`src/rtl/decd_pkg.sv`:
```
// ---------------------------------------------------------------------------
// decd_pkg
// Widths, codes, types and helpers shared by the distance error curve dropper.
// ---------------------------------------------------------------------------
`default_nettype none

package decd_pkg;

	// Field widths.
	localparam int unsigned DIST_W  = 24;
	localparam int unsigned RATE_W  = 16;
	localparam int unsigned QUOT_W  = RATE_W;
	localparam int unsigned PROD_W  = DIST_W + QUOT_W;
	localparam int unsigned APB_W   = 32;
	localparam int unsigned PADDR_W = 4;

	// Default number of curve points.
	localparam int unsigned TABLE_DEPTH_DEF = 16;

	// Reset value of the range register: 250 m in Q16.8.
	localparam logic [DIST_W-1:0] MAX_RANGE_RST = 24'd64000;

	// Item operations.
	localparam logic OP_CHECK  = 1'b0;
	localparam logic OP_INSERT = 1'b1;

	// Error modes.
	localparam logic MODE_CONST = 1'b0;
	localparam logic MODE_CURVE = 1'b1;

	// Register indexes (word address).
	localparam logic [1:0] REG_ERROR_MODE = 2'd0;
	localparam logic [1:0] REG_CONST_RATE = 2'd1;
	localparam logic [1:0] REG_MAX_RANGE  = 2'd2;

	typedef enum logic [1:0] {
		CAUSE_NONE   = 2'd0,
		CAUSE_RANGE  = 2'd1,
		CAUSE_RANDOM = 2'd2
	} cause_t;

	typedef enum logic [1:0] {
		ST_OK   = 2'd0,
		ST_DUP  = 2'd1,
		ST_FULL = 2'd2
	} status_t;

	// One curve point as stored in the table memory.
	typedef struct packed {
		logic [DIST_W-1:0] meters;
		logic [RATE_W-1:0] rate;
	} entry_t;

	// Request to and response from the serial divider.
	typedef struct packed {
		logic              start;
		logic [PROD_W-1:0] numer;
		logic [DIST_W-1:0] denom;
	} div_req_t;

	typedef struct packed {
		logic              done;
		logic [QUOT_W-1:0] quot;
	} div_resp_t;

	// A packet drops on a random error when the draw lies below the rate.
	function automatic cause_t draw_cause(input logic [RATE_W-1:0] draw,
			input logic [RATE_W-1:0] rate);
		return (draw < rate) ? CAUSE_RANDOM : CAUSE_NONE;
	endfunction

endpackage

`default_nettype wire

```
`src/rtl/decd_ram.sv`:
```
// ---------------------------------------------------------------------------
// decd_ram
// Generic simple dual-port RAM: one write port, one read port, registered read.
// ---------------------------------------------------------------------------
`default_nettype none

module decd_ram #(
	parameter int unsigned WIDTH = 8,
	parameter int unsigned DEPTH = 16
) (
	input  wire logic                     clk,
	input  wire logic                     wr_en,
	input  wire logic [$clog2(DEPTH)-1:0] wr_addr,
	input  wire logic [WIDTH-1:0]         wr_data,
	input  wire logic                     rd_en,
	input  wire logic [$clog2(DEPTH)-1:0] rd_addr,
	output logic      [WIDTH-1:0]         rd_data
);

	logic [WIDTH-1:0] mem_q [DEPTH];

	// Write port.
	always_ff @(posedge clk) begin
		if (wr_en) begin
			mem_q[wr_addr] <= wr_data;
		end
	end

	// Registered read port.
	always_ff @(posedge clk) begin
		if (rd_en) begin
			rd_data <= mem_q[rd_addr];
		end
	end

endmodule

`default_nettype wire

```
`src/rtl/decd_div.sv`:
```
// ---------------------------------------------------------------------------
// decd_div
// Restoring divider giving one quotient bit per cycle for the interpolation.
// ---------------------------------------------------------------------------
`default_nettype none

module decd_div (
	input  wire logic                 clk,
	input  wire logic                 arst_n,
	input  wire decd_pkg::div_req_t   req,
	output decd_pkg::div_resp_t       resp
);

	import decd_pkg::*;

	localparam int unsigned CNT_W = $clog2(QUOT_W + 1);
	localparam logic [CNT_W-1:0] STEPS = CNT_W'(QUOT_W);

	logic [DIST_W-1:0] rem_q;
	logic [DIST_W-1:0] den_q;
	logic [QUOT_W-1:0] low_q;
	logic [QUOT_W-1:0] quot_q;
	logic [CNT_W-1:0]  cnt_q;
	logic              busy_q;
	logic              done_q;
	logic [DIST_W:0]   trial;
	logic [DIST_W:0]   diff;
	logic              ge;

	// The numerator is known to be below denominator times 2^QUOT_W, so its
	// upper part already forms a valid partial remainder.
	assign trial = {rem_q, low_q[QUOT_W-1]};
	assign ge    = trial >= {1'b0, den_q};
	assign diff  = trial - {1'b0, den_q};

	always_ff @(posedge clk or negedge arst_n) begin
		if (!arst_n) begin
			rem_q  <= '0;
			den_q  <= '0;
			low_q  <= '0;
			quot_q <= '0;
			cnt_q  <= '0;
			busy_q <= 1'b0;
			done_q <= 1'b0;
		end else begin
			done_q <= 1'b0;
			if (req.start) begin
				rem_q  <= req.numer[PROD_W-1:QUOT_W];
				low_q  <= req.numer[QUOT_W-1:0];
				den_q  <= req.denom;
				cnt_q  <= STEPS;
				busy_q <= 1'b1;
			end else if (busy_q) begin
				rem_q  <= ge ? diff[DIST_W-1:0] : trial[DIST_W-1:0];
				low_q  <= {low_q[QUOT_W-2:0], 1'b0};
				quot_q <= {quot_q[QUOT_W-2:0], ge};
				cnt_q  <= cnt_q - CNT_W'(1);
				if (cnt_q == CNT_W'(1)) begin
					busy_q <= 1'b0;
					done_q <= 1'b1;
				end
			end
		end
	end

	assign resp.done = done_q;
	assign resp.quot = quot_q;

endmodule

`default_nettype wire

```
`src/rtl/distance_error_curve_dropper.sv`:
```
// ---------------------------------------------------------------------------
// distance_error_curve_dropper
// Packet drop decision from distance, with a stored distance/error-rate curve.
// ---------------------------------------------------------------------------
// The block takes one item at a time and returns one result beat for each.
// A check in constant mode, or one that falls beyond range, has its result
// registered on acceptance and moves through S_FINISH into the output
// register once that is free. Other items walk the curve table, which sits
// in a RAM read one entry per cycle: an insert scans for its place, shifts
// the tail of the table up by one place and stores the new point; a curve
// check scans for the bracketing points and, when it must interpolate,
// forms the product in S_MUL and then runs the serial divider in S_DIV. The
// next item is taken while a result still waits on the output. Registers
// sit at byte addresses 0, 4 and 8 of the APB port.
// ---------------------------------------------------------------------------
`default_nettype none

module distance_error_curve_dropper #(
	parameter int unsigned TABLE_DEPTH = decd_pkg::TABLE_DEPTH_DEF
) (
	input  wire logic                           clk,
	input  wire logic                           arst_n,
	// Item channel.
	input  wire logic                           item_valid,
	output logic                                item_ready,
	input  wire logic                           op,
	input  wire logic [decd_pkg::DIST_W-1:0]    distance,
	input  wire logic [decd_pkg::RATE_W-1:0]    point_rate,
	input  wire logic [decd_pkg::RATE_W-1:0]    random_draw,
	// Result channel.
	output logic                                result_valid,
	input  wire logic                           result_ready,
	output logic                                drop,
	output logic      [1:0]                     drop_cause,
	output logic      [decd_pkg::RATE_W-1:0]    applied_rate,
	output logic      [1:0]                     insert_status,
	// Configuration port.
	input  wire logic                           psel,
	input  wire logic                           penable,
	input  wire logic                           pwrite,
	input  wire logic [decd_pkg::PADDR_W-1:0]   paddr,
	input  wire logic [decd_pkg::APB_W-1:0]     pwdata,
	output logic      [decd_pkg::APB_W-1:0]     prdata,
	output logic                                pready
);

	import decd_pkg::*;

	localparam int unsigned ADDR_W = $clog2(TABLE_DEPTH);
	localparam int unsigned CNT_W  = $clog2(TABLE_DEPTH + 1);
	localparam logic [CNT_W-1:0] DEPTH_C = CNT_W'(TABLE_DEPTH);

	typedef enum logic [6:0] {
		S_IDLE   = 7'b0000001,
		S_SCAN   = 7'b0000010,
		S_SHIFT  = 7'b0000100,
		S_PLACE  = 7'b0001000,
		S_MUL    = 7'b0010000,
		S_DIV    = 7'b0100000,
		S_FINISH = 7'b1000000
	} state_t;

	// Configuration registers.
	logic              mode_q;
	logic [RATE_W-1:0] crate_q;
	logic [DIST_W-1:0] mrange_q;
	logic [1:0]        wr_idx;

	// Control and table state.
	state_t            state_q;
	logic [CNT_W-1:0]  count_q;
	logic [DIST_W-1:0] largest_q;
	logic [CNT_W-1:0]  idx_q;
	logic [CNT_W-1:0]  rd_idx_q;
	logic              rd_pend_q;
	logic [CNT_W-1:0]  pos_q;

	// Item being worked on.
	logic              op_q;
	logic [DIST_W-1:0] dist_q;
	logic [RATE_W-1:0] prate_q;
	logic [RATE_W-1:0] draw_q;

	// Bracketing points and interpolation.
	logic [DIST_W-1:0] lo_dist_q;
	logic [RATE_W-1:0] lo_rate_q;
	logic [DIST_W-1:0] hi_dist_q;
	logic [RATE_W-1:0] hi_rate_q;
	logic [PROD_W-1:0] prod_q;
	logic [DIST_W-1:0] span_q;
	logic              desc_q;
	logic              div_start_q;
	logic [DIST_W-1:0] dist_off;
	logic [RATE_W-1:0] rate_diff;
	logic [RATE_W-1:0] interp_rate;
	div_req_t          div_req;
	div_resp_t         div_resp;

	// Result waiting to enter the output register, and the output register.
	cause_t            res_cause_q;
	logic [RATE_W-1:0] res_rate_q;
	status_t           res_status_q;
	logic              out_valid_q;
	logic              out_drop_q;
	cause_t            out_cause_q;
	logic [RATE_W-1:0] out_rate_q;
	status_t           out_status_q;

	// Table memory ports.
	logic              rd_en;
	logic [ADDR_W-1:0] rd_addr;
	logic [$bits(entry_t)-1:0] rd_data;
	logic              wr_en;
	logic [ADDR_W-1:0] wr_addr;
	entry_t            wr_data;
	entry_t            rd_entry;
	logic [CNT_W-1:0]  idx_dec;
	logic [CNT_W-1:0]  rd_inc;
	logic              scan_eq;
	logic              scan_gt;
	logic              scan_end;
	logic              shift_end;

	// Configuration writes and reads.
	assign wr_idx = paddr[PADDR_W-1:2];
	assign pready = 1'b1;

	always_ff @(posedge clk or negedge arst_n) begin
		if (!arst_n) begin
			mode_q   <= MODE_CONST;
			crate_q  <= '0;
			mrange_q <= MAX_RANGE_RST;
		end else if (psel && penable && pwrite) begin
			case (wr_idx)
				REG_ERROR_MODE: mode_q   <= pwdata[0];
				REG_CONST_RATE: crate_q  <= pwdata[RATE_W-1:0];
				REG_MAX_RANGE:  mrange_q <= pwdata[DIST_W-1:0];
				default: ;
			endcase
		end
	end

	always_comb begin
		case (wr_idx)
			REG_ERROR_MODE: prdata = APB_W'(mode_q);
			REG_CONST_RATE: prdata = APB_W'(crate_q);
			REG_MAX_RANGE:  prdata = APB_W'(mrange_q);
			default:        prdata = '0;
		endcase
	end

	// Table memory: one curve point per word.
	decd_ram #(
		.WIDTH ($bits(entry_t)),
		.DEPTH (TABLE_DEPTH)
	) u_decd_ram (
		.clk     (clk),
		.wr_en   (wr_en),
		.wr_addr (wr_addr),
		.wr_data (wr_data),
		.rd_en   (rd_en),
		.rd_addr (rd_addr),
		.rd_data (rd_data)
	);

	assign rd_entry  = entry_t'(rd_data);
	assign idx_dec   = idx_q - CNT_W'(1);
	assign rd_inc    = rd_idx_q + CNT_W'(1);
	assign scan_eq   = rd_entry.meters == dist_q;
	assign scan_gt   = rd_entry.meters > dist_q;
	assign scan_end  = !rd_pend_q && (idx_q >= count_q);
	assign shift_end = !rd_pend_q && (idx_q == pos_q);

	// Memory addressing: a forward scan, a backward shift of the tail by one
	// place (read an entry, write it one higher the next cycle), and the
	// final store of the new point.
	always_comb begin
		rd_en   = 1'b0;
		rd_addr = idx_q[ADDR_W-1:0];
		wr_en   = 1'b0;
		wr_addr = pos_q[ADDR_W-1:0];
		wr_data = '{meters: dist_q, rate: prate_q};
		case (state_q)
			S_SCAN: begin
				rd_en = idx_q < count_q;
			end
			S_SHIFT: begin
				rd_en   = idx_q > pos_q;
				rd_addr = idx_dec[ADDR_W-1:0];
				wr_en   = rd_pend_q;
				wr_addr = rd_inc[ADDR_W-1:0];
				wr_data = rd_entry;
			end
			S_PLACE: begin
				wr_en = 1'b1;
			end
			default: ;
		endcase
	end

	// Interpolation datapath. Points are strictly increasing in distance, so
	// the offset stays below the span and the quotient never passes the rate
	// difference: the result stays between the two bracketing rates.
	assign dist_off  = dist_q - lo_dist_q;
	assign rate_diff = (hi_rate_q < lo_rate_q) ? (lo_rate_q - hi_rate_q)
	                                           : (hi_rate_q - lo_rate_q);
	assign interp_rate = desc_q ? (lo_rate_q - div_resp.quot)
	                            : (lo_rate_q + div_resp.quot);

	assign div_req.start = div_start_q;
	assign div_req.numer = prod_q;
	assign div_req.denom = span_q;

	decd_div u_decd_div (
		.clk    (clk),
		.arst_n (arst_n),
		.req    (div_req),
		.resp   (div_resp)
	);

	// Sequencer.
	always_ff @(posedge clk or negedge arst_n) begin
		if (!arst_n) begin
			state_q      <= S_IDLE;
			count_q      <= '0;
			largest_q    <= '0;
			idx_q        <= '0;
			rd_idx_q     <= '0;
			rd_pend_q    <= 1'b0;
			pos_q        <= '0;
			op_q         <= OP_CHECK;
			dist_q       <= '0;
			prate_q      <= '0;
			draw_q       <= '0;
			lo_dist_q    <= '0;
			lo_rate_q    <= '0;
			hi_dist_q    <= '0;
			hi_rate_q    <= '0;
			prod_q       <= '0;
			span_q       <= '0;
			desc_q       <= 1'b0;
			div_start_q  <= 1'b0;
			res_cause_q  <= CAUSE_NONE;
			res_rate_q   <= '0;
			res_status_q <= ST_OK;
			out_valid_q  <= 1'b0;
			out_drop_q   <= 1'b0;
			out_cause_q  <= CAUSE_NONE;
			out_rate_q   <= '0;
			out_status_q <= ST_OK;
		end else begin
			if (out_valid_q && result_ready) begin
				out_valid_q <= 1'b0;
			end
			case (state_q)
				// Take an item; range and constant-mode checks finish at once.
				S_IDLE: begin
					rd_pend_q <= 1'b0;
					idx_q     <= '0;
					pos_q     <= '0;
					if (item_valid) begin
						op_q         <= op;
						dist_q       <= distance;
						prate_q      <= point_rate;
						draw_q       <= random_draw;
						res_cause_q  <= CAUSE_NONE;
						res_rate_q   <= '0;
						res_status_q <= ST_OK;
						if (op == OP_INSERT) begin
							state_q <= (count_q == '0) ? S_PLACE : S_SCAN;
						end else if (mode_q == MODE_CONST) begin
							if (distance > mrange_q) begin
								res_cause_q <= CAUSE_RANGE;
							end else begin
								res_rate_q  <= crate_q;
								res_cause_q <= draw_cause(random_draw, crate_q);
							end
							state_q <= S_FINISH;
						end else if ((count_q == '0) || (distance > largest_q)) begin
							res_cause_q <= CAUSE_RANGE;
							state_q     <= S_FINISH;
						end else begin
							state_q <= S_SCAN;
						end
					end
				end

				// Walk the table in order of distance, one entry per cycle.
				S_SCAN: begin
					rd_pend_q <= rd_en;
					rd_idx_q  <= idx_q;
					if (rd_en) begin
						idx_q <= idx_q + CNT_W'(1);
					end
					if (rd_pend_q) begin
						if (op_q == OP_INSERT) begin
							if (scan_eq) begin
								res_status_q <= ST_DUP;
								state_q      <= S_FINISH;
							end else if (scan_gt) begin
								// Later entries are all larger: no duplicate.
								pos_q <= rd_idx_q;
								if (count_q == DEPTH_C) begin
									res_status_q <= ST_FULL;
									state_q      <= S_FINISH;
								end else begin
									idx_q     <= count_q;
									rd_pend_q <= 1'b0;
									state_q   <= S_SHIFT;
								end
							end else begin
								pos_q <= rd_inc;
							end
						end else begin
							if (scan_eq || (scan_gt && (rd_idx_q == '0))) begin
								// Exact match, or below the first point.
								res_rate_q  <= rd_entry.rate;
								res_cause_q <= draw_cause(draw_q, rd_entry.rate);
								state_q     <= S_FINISH;
							end else if (scan_gt) begin
								hi_dist_q <= rd_entry.meters;
								hi_rate_q <= rd_entry.rate;
								state_q   <= S_MUL;
							end else begin
								lo_dist_q <= rd_entry.meters;
								lo_rate_q <= rd_entry.rate;
							end
						end
					end else if (scan_end) begin
						// Every stored distance lies below the item's.
						if (op_q == OP_INSERT) begin
							if (count_q == DEPTH_C) begin
								res_status_q <= ST_FULL;
								state_q      <= S_FINISH;
							end else begin
								state_q <= S_PLACE;
							end
						end else begin
							res_rate_q  <= lo_rate_q;
							res_cause_q <= draw_cause(draw_q, lo_rate_q);
							state_q     <= S_FINISH;
						end
					end
				end

				// Move the entries at and above the insert place up by one.
				S_SHIFT: begin
					rd_pend_q <= rd_en;
					rd_idx_q  <= idx_dec;
					if (rd_en) begin
						idx_q <= idx_dec;
					end
					if (shift_end) begin
						state_q <= S_PLACE;
					end
				end

				// Store the new point.
				S_PLACE: begin
					count_q <= count_q + CNT_W'(1);
					if (dist_q > largest_q) begin
						largest_q <= dist_q;
					end
					state_q <= S_FINISH;
				end

				// Offset times rate difference, then start the division.
				S_MUL: begin
					prod_q      <= PROD_W'(dist_off) * PROD_W'(rate_diff);
					span_q      <= hi_dist_q - lo_dist_q;
					desc_q      <= hi_rate_q < lo_rate_q;
					div_start_q <= 1'b1;
					state_q     <= S_DIV;
				end

				S_DIV: begin
					div_start_q <= 1'b0;
					if (div_resp.done) begin
						res_rate_q  <= interp_rate;
						res_cause_q <= draw_cause(draw_q, interp_rate);
						state_q     <= S_FINISH;
					end
				end

				// Hand the result to the output register once it is free.
				S_FINISH: begin
					if (!out_valid_q || result_ready) begin
						out_valid_q  <= 1'b1;
						out_drop_q   <= res_cause_q != CAUSE_NONE;
						out_cause_q  <= res_cause_q;
						out_rate_q   <= res_rate_q;
						out_status_q <= res_status_q;
						state_q      <= S_IDLE;
					end
				end

				default: begin
					state_q <= S_IDLE;
				end
			endcase
		end
	end

	assign item_ready    = state_q == S_IDLE;
	assign result_valid  = out_valid_q;
	assign drop          = out_drop_q;
	assign drop_cause    = out_cause_q;
	assign applied_rate  = out_rate_q;
	assign insert_status = out_status_q;

endmodule

`default_nettype wire

```
`config.mk`:
```
export PLATFORM = sky130hd
export DESIGN_NAME = distance_error_curve_dropper
export DESIGN_NICKNAME = d
export VERILOG_FILES = /design/src/rtl/decd_pkg.sv /design/src/rtl/decd_ram.sv /design/src/rtl/decd_div.sv /design/src/rtl/distance_error_curve_dropper.sv
export SDC_FILE = /design/constraint.sdc
export NUM_CORES = 2
export LEC_CHECK = 0
export CAP_MARGIN = 20
export CORE_MARGIN = 2
export CORE_UTILIZATION = 43
export CTS_BUF_LIST = sky130_fd_sc_hd__clkbuf_8 sky130_fd_sc_hd__clkbuf_16
export CTS_CLUSTER_SIZE = 24
export DETAILED_ROUTE_END_ITERATION = 10
export DONT_BUFFER_PORTS = 1
export GPL_TIMING_DRIVEN = 1
export PLACE_DENSITY = 0.69
export SLEW_MARGIN = 0
export SYNTH_ARGS = -nofsm -noshare
export SYNTH_HDL_FRONTEND = slang
export SYNTH_SLANG_ARGS = --single-unit
export TNS_END_PERCENT = 5
```
`constraint.sdc`:
```
create_clock -name clk -period 8.95 [get_ports clk]
set_clock_uncertainty 0.2 [all_clocks]
set_input_delay 1.79 -clock clk [delete_from_list [all_inputs] [get_ports clk]]
set_output_delay 1.79 -clock clk [all_outputs]
set_load 0.02 [all_outputs]
```
==> results_dict.tcl <==
set metrics [dict create \
    fp-row-count 143 \
    dr.pass1.iters 5 \
    path_max_fanout 5 \
    cp_common_cell "fa_1" \
    cts_hold_buf 0 \
    ys.warnings.count 0 \
    finalCritPeriodShare_pct 97.06 \
    grt_util_all_layers_pct 23.57 \
    grt_max_degree 426 \
    start_util_pct 43.25 \
    clk_latency_ps 750 \
    r2r_setup_slack_ps 260 \
    worstSetupEndpointType "flop" \
    ant_nets 0 \
    finalMaxSlewViolations 270 \
    ys_seq_area_share_pct 47.34 \
    hold_class "reg -> reg" \
    outcome "finished with violations" \
    fmax_mhz 115.1 \
    cts_sinks 1105 \
    die_height_um 394.6 \
    synthArstFlopShare_pct 38.46 \
    synth_ff_type "edfxtp_1" \
    tns_ps 0 \
    yosys.cell_types.count 91 \
    htree_num_levels 3 \
    dr.first_iter.drc_count 4375 \
    place_ws_ps -336.0 \
    synth_edf_count 680 \
    slowest_stage "fa_2" \
    portBuffers 0 \
    netlist_area_um2 65620 \
    grt_pass1_vias 45517 \
    fin_crit_ps 8687 \
    required_ps 9320 \
    overflow 0 \
    worst_pin_slew_ps 2121 \
    die_x_um 394.6 \
    io_pins 156 \
    worst_path_largest_cell_delay_ps 570 \
    antenna_found_initial 4 \
    drc 0 \
    cts.clk_slew.worst_paths_ps 60 \
    dieArea_um2 155700 \
    syn_inst 5614 \
    hpwl_um 131700 \
    synth_seq_cells 1105 \
    cts.path.max_buffers 3 \
    critPathKind "reg -> reg" \
    nets 6703 \
    rsz0062_at_grt "true" \
    viasPerCell 5.635 \
    gp_congestion 0.9730 \
    avgSynthCellArea_um2 11.69 \
    cts_root_buf "clkbuf_16" \
    finalSetupViolations 0 \
    dr_total_vias 45173 \
    hold_viol 0 \
    wl_um 184500 \
    slew_headroom_pct -41.41 \
    final_layout_size_suffix_gt1_share_pct 16.54 \
    cts_buffers 111 \
    wl_per_cell_um 23.02 \
    layout_setup_ws_ps 262.8 \
    max_cap_viol_count 0 \
    synth_top_cell_by_area "edfxtp_1" \
    start_kind "flop" \
    yosysTopAreaCellShare_pct 31.12 \
    cts_tree "built" \
    area_growth_pct 14.34 \
    grt_pass1_wl_um 280400 \
    violations "max-slew violations" \
    core_area_um2 151700 \
    critical_path_arrival_ps 9060 \
    ys_top_cells_by_area "edfxtp_1, dfrtp_1, fa_1" \
]
-- registers in the layout, summed over array words and instances (netlist names), 24 cells and up --
register and flops:
lo_dist_q 24, span_q 24, largest_q 24, u_decd_ram.rd_data 40, mrange_q 24, dist_q 24
u_decd_ram.mem_q 640, hi_dist_q 24, u_decd_div.den_q 24, u_decd_div.rem_q 24, prod_q 40
-- cells by family after synthesis --
group | synth area share, %
AND/OR/NAND/NOR | 9.540
adder cells (fa/ha/maj) | 17.22
other | 0.01144
AO/OA/AOI/OAI | 9.911
multiplexers | 8.777
XOR/XNOR | 2.282
buffers and inverters | 4.918
flip-flops | 47.34
-- final timing paths --
path | cells after the start | end | from
setup / recovery | 33 | prod_q[39] | dist_q[0]
hold / removal | 2 | prod_q[31] | prod_q[31]
setup reg to reg | 33 | prod_q[39] | dist_q[0]
hold reg to reg | 2 | prod_q[31] | prod_q[31]
max in group asynchronous | 0 | lo_rate_q[14] | arst_n
min in group asynchronous | 0 | u_decd_div.low_q[11] | arst_n
-- per-stage QoR --
step | cell area, µm² | utilization, % | hold WS, ps | cells
after floorplan | 65650 | - | 240.7 | 5621
after global placement | 70460 | 46.44 | 259.9 | 7771
after detailed placement | 70470 | 46.44 | 268.0 | 7772
after CTS | 74530 | 49.12 | 281.7 | 7997
after global routing | 75020 | 49.45 | 292.2 | 8015
final | 75030 | 49.45 | 274.7 | 8016
-- repair_timing --
| item | 4_1_cts | 5_1_grt |
|---|---|---|
| buffers inserted | 14 | 14 |
| gates resized for setup | 42 | 77 |
| endpoints found under the hold margin | 0 | 0 |
| setup endpoints to repair | 13 | 20 |
| pin swaps | 28 | 74 |
-- cell usage in the layout, fill, tap and decap left out, drive strengths merged, types with 57 or more instances in the layout --
master	instances
a211oi	70
a21o	101
a21oi	207
a31oi	66
and2	76
buf	396
clkbuf	119
dfrtp	418
edfxtp	680
fa	312
ha	404
inv	633
mux2	120
mux2i	80
mux4	160
nand2	634
nand2b	71
nor2	300
nor3	57
o21ai	377
xnor2	102
xor2	69
-- cell type report --
type                    instances  area (µm²)
fillers                     13286       76700
multi-input cells            3677       32120
flip-flops and latches       1105       31070
repair buffers                396        3307
clock buffers                 119        2888
well taps                    2030        2540
inverters                     596        2237
clock inverters                92       860.8
diodes                          1       2.502
-- worst max-delay path, delay by kind of cell, from the launching register on --
| kind | cells | cell delay, ps |
|---|---|---|
| AND/OR/NAND/NOR | 6 | 1000 |
| multiplexers | 1 | 320 |
| AO/OA/AOI/OAI | 11 | 2350 |
| buffers and inverters | 6 | 490 |
| flip-flops | 1 | 390 |
| adder cells (fa/ha/maj) | 9 | 3760 |
-- cell usage after synthesis (7+ instances only) --
master / n
a31oi_1: 64
a21o_1: 101
edfxtp_1: 680
and3_1: 37
clkbuf_1: 184
and2_1: 76
buf_4: 10
mux4_2: 160
mux2_2: 119
a2111oi_0: 7
nand4_1: 38
mux2i_1: 80
nand3_1: 48
nor3_1: 56
buf_1: 17
dfrtp_1: 418
o21a_1: 43
nand2_1: 634
nor2_1: 300
fa_1: 312
inv_1: 595
or2_2: 8
a21boi_0: 9
a221oi_1: 8
o21bai_1: 14
o31ai_1: 19
nor3b_1: 10
or3_1: 12
nor4_1: 9
a22o_1: 17
ha_1: 404
o21ai_0: 373
nor2b_1: 43
xnor2_1: 102
a31o_2: 7
xor2_1: 69
o211ai_1: 15
o22ai_1: 18
a211oi_1: 69
dfstp_2: 7
buf_2: 32
a21oi_1: 206
nand2b_1: 71
-- layer usage --
layer / share of wire (%) / vias up / GRT usage (%)
met5: 0.049 / - / 0
met4: 3.6 / 6 / 7.647
met3: 10 / 347 / 6.321
met2: 46 / 1893 / 37.41
met1: 40 / 22679 / 31.45
li1: - / 20248 / -
Power is left out: the tool's default activity adds up to more than one toggle a clock period on the data nets, which glitch-free logic cannot reach.
